### src/mtbe_pkg.sv
package mtbe_pkg;

    localparam int TICKS_PER_QUARTER = 48;
    localparam int TICK_SCALE        = TICKS_PER_QUARTER / 48;
    localparam logic [15:0] TPQ_WORD = 16'(TICKS_PER_QUARTER);

    localparam int DELTA_W = 28;
    localparam logic [DELTA_W-1:0] DELTA_MAX = {DELTA_W{1'b1}};

    // tempo word = 60000000 / tempo_bpm, one quotient bit per cycle
    localparam int DIV_BITS  = 26;
    localparam int DIV_CNT_W = $clog2(DIV_BITS);
    localparam logic [DIV_BITS-1:0] USEC_PER_MINUTE = DIV_BITS'(60000000);

    localparam int BPM_W    = 10;
    localparam int TRACKS_W = 16;
    localparam int CFG_W    = 16;
    localparam int IDX_W    = 4;

    localparam int IN_W  = 32;
    localparam int OUT_W = 40;

    localparam logic [7:0] BYTE_META     = 8'hFF;
    localparam logic [7:0] BYTE_TEMPO    = 8'h51;
    localparam logic [7:0] BYTE_EOT      = 8'h2F;
    localparam logic [7:0] BYTE_NOTE_ON  = 8'h90;
    localparam logic [7:0] BYTE_NOTE_OFF = 8'h80;
    localparam logic [7:0] BYTE_VELOCITY = 8'd64;
    localparam logic [7:0] BYTE_VLQ_MORE = 8'h80;

    localparam logic [IDX_W-1:0] LEN_HEADER = IDX_W'(14);
    localparam logic [IDX_W-1:0] LEN_TRACK  = IDX_W'(15);
    localparam logic [IDX_W-1:0] LEN_END    = IDX_W'(4);
    localparam logic [IDX_W-1:0] LEN_NOTE_FIXED = IDX_W'(6);

    typedef enum logic [2:0] {
        CMD_HEADER = 3'd0,
        CMD_TRACK  = 3'd1,
        CMD_REST   = 3'd2,
        CMD_NOTE   = 3'd3,
        CMD_END    = 3'd4
    } cmd_t;

    typedef enum logic {
        REG_TEMPO_BPM   = 1'b0,
        REG_TRACK_COUNT = 1'b1
    } reg_idx_t;

    typedef enum logic [1:0] {
        ST_IDLE,
        ST_DIV,
        ST_EMIT
    } state_t;

    typedef struct packed {
        logic accept;
        logic div_step;
        logic emit;
    } ctrl_cmd_t;

    typedef struct packed {
        cmd_t in_cmd;
        logic div_last;
        logic out_free;
        logic byte_last;
    } ctrl_stat_t;

    function automatic logic [2:0] vlq_groups(input logic [DELTA_W-1:0] v);
        logic [2:0] g;
        begin
            if (v[27:21] != 7'd0)
                g = 3'd4;
            else if (v[20:14] != 7'd0)
                g = 3'd3;
            else if (v[13:7] != 7'd0)
                g = 3'd2;
            else
                g = 3'd1;
            return g;
        end
    endfunction

    // byte j of a variable-length quantity of g groups, most significant first
    function automatic logic [7:0] vlq_byte(input logic [DELTA_W-1:0] v,
                                            input logic [2:0] g,
                                            input logic [2:0] j);
        logic [2:0] grp;
        logic [6:0] bits;
        begin
            grp = g - j - 3'd1;
            case (grp)
                3'd0: bits = v[6:0];
                3'd1: bits = v[13:7];
                3'd2: bits = v[20:14];
                3'd3: bits = v[27:21];
                default: bits = 7'd0;
            endcase
            return (grp != 3'd0) ? (BYTE_VLQ_MORE | {1'b0, bits}) : {1'b0, bits};
        end
    endfunction

endpackage

### src/mtbe_ctrl.sv
module mtbe_ctrl (
    input  logic                  clk,
    input  logic                  rst_n,
    input  logic                  s_tvalid,
    output logic                  s_tready,
    output mtbe_pkg::ctrl_cmd_t   cmd,
    input  mtbe_pkg::ctrl_stat_t  stat
);
    import mtbe_pkg::*;

    state_t state_reg;
    state_t state_next;

    always_ff @(posedge clk or negedge rst_n)
    begin
        if (!rst_n)
            state_reg <= ST_IDLE;
        else
            state_reg <= state_next;
    end

    always_comb
    begin
        state_next   = state_reg;
        s_tready     = 1'b0;
        cmd.accept   = 1'b0;
        cmd.div_step = 1'b0;
        cmd.emit     = 1'b0;
        case (state_reg)
            ST_IDLE:
            begin
                s_tready   = 1'b1;
                cmd.accept = s_tvalid;
                if (s_tvalid)
                begin
                    case (stat.in_cmd)
                        CMD_HEADER, CMD_NOTE, CMD_END: state_next = ST_EMIT;
                        CMD_TRACK:                     state_next = ST_DIV;
                        default:                       state_next = ST_IDLE;
                    endcase
                end
            end
            ST_DIV:
            begin
                cmd.div_step = 1'b1;
                if (stat.div_last)
                    state_next = ST_EMIT;
            end
            ST_EMIT:
            begin
                if (stat.out_free)
                begin
                    cmd.emit = 1'b1;
                    if (stat.byte_last)
                        state_next = ST_IDLE;
                end
            end
            default: state_next = ST_IDLE;
        endcase
    end

endmodule

### src/mtbe_datapath.sv
module mtbe_datapath (
    input  logic                          clk,
    input  logic                          rst_n,
    input  mtbe_pkg::ctrl_cmd_t           cmd,
    output mtbe_pkg::ctrl_stat_t          stat,
    input  logic [mtbe_pkg::IN_W-1:0]     s_tdata,
    input  logic                          cfg_we,
    input  logic                          cfg_index,
    input  logic [mtbe_pkg::CFG_W-1:0]    cfg_data,
    input  logic                          m_tready,
    output logic                          m_tvalid,
    output logic [mtbe_pkg::OUT_W-1:0]    m_tdata,
    output logic                          m_tlast
);
    import mtbe_pkg::*;

    cmd_t                in_cmd;
    logic [15:0]         in_dur;
    logic [6:0]          in_note;
    logic [DELTA_W-1:0]  in_ticks;
    logic [2:0]          in_groups;
    logic [2:0]          rest_groups;
    logic [IDX_W-1:0]    note_len;
    logic [DELTA_W:0]    rest_sum;
    logic [32:0]         bytes_sum;

    logic [BPM_W-1:0]    tempo_bpm_reg;
    logic [TRACKS_W-1:0] track_count_reg;
    logic [DELTA_W-1:0]  rest_ticks_reg;
    logic [31:0]         track_bytes_reg;
    logic [IDX_W-1:0]    idx_reg;
    logic [DIV_CNT_W-1:0] div_cnt_reg;
    logic                out_valid_reg;

    cmd_t                cmd_reg;
    logic [6:0]          note_reg;
    logic [DELTA_W-1:0]  val1_reg;
    logic [DELTA_W-1:0]  val2_reg;
    logic [2:0]          g1_reg;
    logic [2:0]          g2_reg;
    logic [IDX_W-1:0]    n_reg;
    logic [BPM_W-1:0]    rem_reg;
    logic [DIV_BITS-1:0] quo_reg;
    logic [OUT_W-1:0]    out_data_reg;
    logic                out_last_reg;

    logic [BPM_W:0]      div_trial;
    logic                div_bit;
    logic [23:0]         tempo_word;
    logic [7:0]          cur_byte;
    logic [IDX_W-1:0]    p2;
    logic [IDX_W-1:0]    p3;
    logic [IDX_W-1:0]    p4;
    logic                byte_last;
    logic [31:0]         cur_length;

    assign in_cmd    = cmd_t'(s_tdata[2:0]);
    assign in_dur    = s_tdata[18:3];
    assign in_note   = s_tdata[25:19];
    assign in_ticks  = DELTA_W'(in_dur * TICK_SCALE);
    assign in_groups = vlq_groups(in_ticks);
    assign rest_groups = vlq_groups(rest_ticks_reg);
    assign note_len  = IDX_W'(in_groups) + IDX_W'(rest_groups) + LEN_NOTE_FIXED;
    assign rest_sum  = {1'b0, rest_ticks_reg} + {1'b0, in_ticks};

    always_comb
    begin
        case (in_cmd)
            CMD_NOTE: bytes_sum = {1'b0, track_bytes_reg} + 33'(note_len);
            default:  bytes_sum = {1'b0, track_bytes_reg} + 33'(LEN_END);
        endcase
    end

    // restoring divider step
    assign div_trial = {rem_reg, quo_reg[DIV_BITS-1]};
    assign div_bit   = (div_trial >= {1'b0, tempo_bpm_reg});
    assign tempo_word = (quo_reg[DIV_BITS-1:24] != '0) ? 24'hFFFFFF : quo_reg[23:0];

    // control state
    always_ff @(posedge clk or negedge rst_n)
    begin
        if (!rst_n)
        begin
            tempo_bpm_reg   <= BPM_W'(120);
            track_count_reg <= TRACKS_W'(1);
            rest_ticks_reg  <= '0;
            track_bytes_reg <= '0;
            idx_reg         <= '0;
            div_cnt_reg     <= '0;
            out_valid_reg   <= 1'b0;
        end
        else
        begin
            if (cfg_we)
            begin
                case (reg_idx_t'(cfg_index))
                    REG_TEMPO_BPM:   tempo_bpm_reg   <= cfg_data[BPM_W-1:0];
                    REG_TRACK_COUNT: track_count_reg <= cfg_data[TRACKS_W-1:0];
                    default: ;
                endcase
            end
            if (cmd.accept)
            begin
                idx_reg     <= '0;
                div_cnt_reg <= '0;
                case (in_cmd)
                    CMD_TRACK:
                    begin
                        rest_ticks_reg  <= '0;
                        track_bytes_reg <= 32'd7;
                    end
                    CMD_REST:
                        rest_ticks_reg <= rest_sum[DELTA_W] ? DELTA_MAX
                                                            : rest_sum[DELTA_W-1:0];
                    CMD_NOTE, CMD_END:
                    begin
                        rest_ticks_reg  <= '0;
                        track_bytes_reg <= bytes_sum[32] ? 32'hFFFFFFFF : bytes_sum[31:0];
                    end
                    default: ;
                endcase
            end
            if (cmd.div_step)
                div_cnt_reg <= div_cnt_reg + DIV_CNT_W'(1);
            if (cmd.emit)
                idx_reg <= idx_reg + IDX_W'(1);
            if (cmd.emit)
                out_valid_reg <= 1'b1;
            else if (m_tready)
                out_valid_reg <= 1'b0;
        end
    end

    // payload
    always_ff @(posedge clk)
    begin
        if (cmd.accept)
        begin
            cmd_reg  <= in_cmd;
            note_reg <= in_note;
            val1_reg <= rest_ticks_reg;
            val2_reg <= in_ticks;
            g1_reg   <= rest_groups;
            g2_reg   <= in_groups;
            rem_reg  <= '0;
            quo_reg  <= USEC_PER_MINUTE;
            case (in_cmd)
                CMD_HEADER: n_reg <= LEN_HEADER;
                CMD_TRACK:  n_reg <= LEN_TRACK;
                CMD_NOTE:   n_reg <= note_len;
                default:    n_reg <= LEN_END;
            endcase
        end
        if (cmd.div_step)
        begin
            rem_reg <= div_bit ? BPM_W'(div_trial - {1'b0, tempo_bpm_reg})
                               : div_trial[BPM_W-1:0];
            quo_reg <= {quo_reg[DIV_BITS-2:0], div_bit};
        end
        if (cmd.emit)
        begin
            out_data_reg <= {cur_length, cur_byte};
            out_last_reg <= byte_last;
        end
    end

    // byte at the current position of the running command
    always_comb
    begin
        cur_byte = 8'h00;
        p2 = idx_reg - IDX_W'(g1_reg);
        p3 = p2 - IDX_W'(3);
        p4 = p3 - IDX_W'(g2_reg);
        case (cmd_reg)
            CMD_HEADER:
            begin
                case (idx_reg)
                    4'd0:  cur_byte = "M";
                    4'd1:  cur_byte = "T";
                    4'd2:  cur_byte = "h";
                    4'd3:  cur_byte = "d";
                    4'd7:  cur_byte = 8'd6;
                    4'd9:  cur_byte = 8'd1;
                    4'd10: cur_byte = track_count_reg[15:8];
                    4'd11: cur_byte = track_count_reg[7:0];
                    4'd12: cur_byte = TPQ_WORD[15:8];
                    4'd13: cur_byte = TPQ_WORD[7:0];
                    default: cur_byte = 8'h00;
                endcase
            end
            CMD_TRACK:
            begin
                case (idx_reg)
                    4'd0:  cur_byte = "M";
                    4'd1:  cur_byte = "T";
                    4'd2:  cur_byte = "r";
                    4'd3:  cur_byte = "k";
                    4'd9:  cur_byte = BYTE_META;
                    4'd10: cur_byte = BYTE_TEMPO;
                    4'd11: cur_byte = 8'd3;
                    4'd12: cur_byte = tempo_word[23:16];
                    4'd13: cur_byte = tempo_word[15:8];
                    4'd14: cur_byte = tempo_word[7:0];
                    default: cur_byte = 8'h00;
                endcase
            end
            CMD_END:
            begin
                case (idx_reg)
                    4'd1:    cur_byte = BYTE_META;
                    4'd2:    cur_byte = BYTE_EOT;
                    default: cur_byte = 8'h00;
                endcase
            end
            CMD_NOTE:
            begin
                // delta, note on, duration delta, note off
                if (idx_reg < IDX_W'(g1_reg))
                    cur_byte = vlq_byte(val1_reg, g1_reg, idx_reg[2:0]);
                else if (p2 == IDX_W'(0))
                    cur_byte = BYTE_NOTE_ON;
                else if (p2 == IDX_W'(1))
                    cur_byte = {1'b0, note_reg};
                else if (p2 == IDX_W'(2))
                    cur_byte = BYTE_VELOCITY;
                else if (p3 < IDX_W'(g2_reg))
                    cur_byte = vlq_byte(val2_reg, g2_reg, p3[2:0]);
                else if (p4 == IDX_W'(0))
                    cur_byte = BYTE_NOTE_OFF;
                else if (p4 == IDX_W'(1))
                    cur_byte = {1'b0, note_reg};
                else
                    cur_byte = BYTE_VELOCITY;
            end
            default: cur_byte = 8'h00;
        endcase
    end

    assign byte_last  = (idx_reg == n_reg - IDX_W'(1));
    assign cur_length = (byte_last && cmd_reg == CMD_END) ? track_bytes_reg : 32'd0;

    assign stat.in_cmd    = in_cmd;
    assign stat.div_last  = (div_cnt_reg == DIV_CNT_W'(DIV_BITS - 1));
    assign stat.out_free  = !out_valid_reg || m_tready;
    assign stat.byte_last = byte_last;

    assign m_tvalid = out_valid_reg;
    assign m_tdata  = out_data_reg;
    assign m_tlast  = out_last_reg;

endmodule

### src/midi_track_byte_encoder.sv
// first byte: a taken command goes through the emit state and the output register,
// a track start through the 26-step tempo divider first; throughput: one byte per
// cycle while m_tready holds; header 14 bytes, note up to 13, track end 4, track start 15, rest none
// the result register lets the next command in while the last byte waits
// reset: asynchronous, active low; tempo 120 bpm, one track, pending delta and count zero
module midi_track_byte_encoder (
    input  logic                          clk,
    input  logic                          rst_n,
    input  logic                          s_tvalid,
    output logic                          s_tready,
    // command[2:0], duration[18:3], note_number[25:19], zero fill
    input  logic [mtbe_pkg::IN_W-1:0]     s_tdata,
    output logic                          m_tvalid,
    input  logic                          m_tready,
    // data_byte[7:0], track_length[39:8]
    output logic [mtbe_pkg::OUT_W-1:0]    m_tdata,
    output logic                          m_tlast,
    input  logic                          cfg_we,
    input  logic                          cfg_index,
    input  logic [mtbe_pkg::CFG_W-1:0]    cfg_data
);
    import mtbe_pkg::*;

    ctrl_cmd_t  cmd;
    ctrl_stat_t stat;

    mtbe_ctrl u_ctrl (
        .clk      (clk),
        .rst_n    (rst_n),
        .s_tvalid (s_tvalid),
        .s_tready (s_tready),
        .cmd      (cmd),
        .stat     (stat)
    );

    mtbe_datapath u_datapath (
        .clk       (clk),
        .rst_n     (rst_n),
        .cmd       (cmd),
        .stat      (stat),
        .s_tdata   (s_tdata),
        .cfg_we    (cfg_we),
        .cfg_index (cfg_index),
        .cfg_data  (cfg_data),
        .m_tready  (m_tready),
        .m_tvalid  (m_tvalid),
        .m_tdata   (m_tdata),
        .m_tlast   (m_tlast)
    );

endmodule

### config.mk
export PLATFORM = sky130hd
export DESIGN_NAME = midi_track_byte_encoder
export DESIGN_NICKNAME = d
export VERILOG_FILES = /design/src/mtbe_pkg.sv /design/src/mtbe_ctrl.sv /design/src/mtbe_datapath.sv /design/src/midi_track_byte_encoder.sv
export SDC_FILE = /design/constraint.sdc
export NUM_CORES = 1
export LEC_CHECK = 0
export ABC_AREA = 1
export CORE_MARGIN = 8
export CORE_UTILIZATION = 55
export DETAILED_ROUTE_END_ITERATION = 16
export DONT_BUFFER_PORTS = 1
export PLACE_DENSITY = 0.69
export SYNTH_ARGS = -nofsm -noshare
export SYNTH_HDL_FRONTEND = slang
export SYNTH_SLANG_ARGS = --single-unit
### constraint.sdc
create_clock -name clk -period 4.05 [get_ports clk]
set_input_delay 0.81 -clock clk [delete_from_list [all_inputs] [get_ports clk]]
set_output_delay 0.81 -clock clk [all_outputs]
set_load 0.03 [all_outputs]
==> run summary <==
• **kind of path behind the tightest hold check** input port to asynchronous set/reset pin
• **final number of max-transition violations** 0
• **Max FO, Critical Path** 5
• **endpoints failing setup** 0
• **type of the worst setup path** input port to flop
• **most frequent cells in the layout** nand2_1, inv_1, o21ai_0, nor2_1, edfxtp_1
• **Leakage** 0.00666 uW
• **total area of multi-input combinational cells** 0.00601 mm^2
• **vias in the first global route** 10.7k
• **post-route minimum period** 3.91 ns
• **number of distinct standard cells referenced by the synthesized netlist** 65
• **count of TritonRoute iterations in the first routing pass** 6
• **count of vias placed by the detailed router** 11.0k
• **power density of the placed cells** 737 mW/mm^2
• **P&R area growth vs syn** 12.4%
• **DR DRC count** 0
• **flip-flop and latch count after synthesis** 238
• **via density per instance** 5.60
• **Largest register FFs** 40
• **Async SR Flop Fraction** 41.2%
• **startpoint types** input port
• **width of the die** 173 um
• **starting density of the core** 55.9%
• **I/O Pins** 97
• **status** complete, no violations
• **sum of routed wire length over all layers** 34,400 um
• **post-synthesis area per instance** 8.62 um^2
• **row count** 57
• **leading cell type in the layout, fill and taps excluded** nand2_1
• **clock-pin slew of the registers on the worst-case setup and hold paths** 0.06 ns
• **Post-synth EDFFs** 140
• **global route total overflow** 0
• **critical path capture point type** flop
• **die height** 173 um
• **worst-margin pin slew** 0.922 ns
• **Synth Instances** 1,576
• **Mapped Nets** 1,681
• **cell type with the highest aggregate area in the netlist** edfxtp_1
• **ANT cells** 0
• **Max Buffers Root-to-Sink** 3
• **top cell type's share of synthesized area** 30.9%
• **sequential-to-total area share from yosys stat** 49.0%
• **TritonCTS clock tree** yes
• **violation count after the first detailed-routing iteration** 783
• **layout cell share with drive strength beyond 1** 11.6%
• **max-cap check violation count** 0
• **post-route antenna net violation count** 0
• **clock network latency to the later pin of the worst-skew pair** 0.54 ns
• **Post-synth top flop** edfxtp_1
• **buffer cell driving the clock tree root** clkbuf_16
• **floorplan die area** 0.0300 mm^2
• **Sinks on Clock Net** 238
• **maximum number of pins on one net before global-route repair** 94
• **relative max-transition margin** 38.3%
• **# nets final** 1,726
• **Synth Warn #** 0
• **Peak Freq** 256 MHz
• **antenna violations before repair** 0
• **fillcell total** 2,057
• **clock buffers created by TritonCTS** 28
• **placed insts** 1,912
• **half-perimeter wire length after placement** 25,000 um
• **number of H-tree levels** 1
• **total standard cell area after synthesis** 0.0136 mm^2
• **dominant cells by area after synthesis** edfxtp_1, dfrtp_1, nand2_1, inv_1, o21ai_0
• **drt wl/cell** 17.5 um
• **Peak supply drop** 402 uV
• **Fin Hold WS** 0.111 ns
• **required time at the endpoint of the critical path** 4.47 ns
• **combined global-route utilization of all metal layers** 22.6%
• **Data arrival, critical path** 4.33 ns
• **routability congestion estimate from global placement** 0.928
• **Final Skew** 0.00975 ns
• **Seq. cell area** 0.00666 mm^2
• **post-route non-filler standard cell count** 1,967
• **crit share post-route** 96.4%
• **standard cell core area** 0.0243 mm^2
• **port buffer count** 0
• **worst reg2reg setup slack** 0.17 ns
• **number of hold violations in the final report** 0
• **first-pass GRT wire length** 55,700 um
• **setup repair after global routing missed its margin** yes
[critical path, stage by stage]
cell and delay (ns):
or4_4 0.53, nor4_4 0.19, inv_1 0.11, nor3_2 0.17, ha_1 0.26, inv_1 0.06
ha_1 0.13, inv_1 0.05, fa_2 0.54, inv_2 0.05, ha_4 0.28, nand2_1 0.07
nand2_1 0.07, a21oi_2 0.07, nand2_1 0.10, nand2_4 0.08, nor2_8 0.14, inv_4 0.07
nor2_4 0.13, nand2_1 0.08, xor2_1 0.14, o21ai_1 0.12, nand2_1 0.07
[path summary, 6_finish.rpt]
kind	start	end	cells after the start
worst min-delay path	rst_n	u_datapath.tempo_bpm_reg[4]	0
worst max register to register	u_datapath.rest_ticks_reg[24]	u_datapath.track_bytes_reg[30]	23
worst max-delay path	s_tdata[10]	u_datapath.track_bytes_reg[30]	23
max in group asynchronous	rst_n	u_datapath.track_count_reg[12]	1
min in group clk	s_tdata[25]	u_datapath.note_reg[6]	0
worst min register to register	u_datapath.rest_ticks_reg[26]	u_datapath.val1_reg[26]	0
[logic make-up (layout without fill, tap and decap cells)]
kind of cell               after synthesis  count (layout)  share of synthesized area, %
AOI/OAI and AO/OA                      282             282                          11.7
xor gates and xnor gates                47              47                          3.08
adders and majority gates               51              51                          5.03
buffers and inverters                  260             327                          7.62
DFF                                    238             238                          49.0
muxes                                    6               6                         0.497
and+or+nand+nor                        692             692                          23.0
[power by group]
| part | switching [uW] | internal, uW | total, uW |
|---|---|---|---|
| Sequential | 726 | 3320 | 4050 |
| Clock | 997 | 1560 | 2560 |
| Combinational | 3010 | 1640 | 4660 |
| Total | 4730 | 6530 | 11300 |
[synthesized netlist by cell type, types with 7 or more instances]
master	instances
nand2_1	327
inv_1	217
o21ai_0	150
nor2_1	145
edfxtp_1	140
dfrtp_1	93
nand3_1	83
a21oi_1	64
ha_1	45
xor2_1	38
nand4_1	36
nor3_1	31
clkbuf_1	15
or2_2	14
inv_2	10
nand2_2	10
nor4_1	10
o21ai_1	10
xnor2_1	8
a221oi_1	7
[per-layer routing]
layer | vias up | part of all wire [%] | wire length [um] | GRT usage, %
met5 | - | 0 | 0 | 0
met4 | 0 | 2.5 | 865 | 6.65
met3 | 61 | 6.5 | 2250 | 4.79
met2 | 282 | 47 | 16100 | 37.0
met1 | 5279 | 44 | 15200 | 29.8
li1 | 5399 | - | - | -
[area by class of cell]
cell class                 count  area share, %
timing repair buffer          46           2.42
clock inverter                 9          0.516
inverter                     229           5.69
tap                          324           2.65
clock buffer                  43           5.77
multi-input combinational   1078           39.3
sequential                   238           43.6
[timing repair]
| item | 4_1_cts | 5_1_grt |
|---|---|---|
| resized for setup | 2 | 24 |
| buffers inserted | 0 | 2 |
| endpoints found under the hold margin | 93 | 0 |
| setup endpoints to repair | 28 | 32 |
| hold buffers | 1 | 0 |
| pin swaps | 0 | 8 |
[through the flow]
step           total power, uW  TNS (ns)  cell area (um^2)  setup WS, ns  util (%)
2_1_floorplan             7270    -0.109             13600       -0.0531         -
3_5_place_dp              8510    -20.00             14200        -0.732      58.3
6_report                 11300         0             15300         0.144      62.8
4_1_cts                  11100         0             15200        0.0266      62.4
3_3_place_gp              8400    -16.81             14200        -0.609      58.3
5_1_grt                  12100    -0.911             15300        -0.105      62.8
Power figures use the tool's default switching activity.
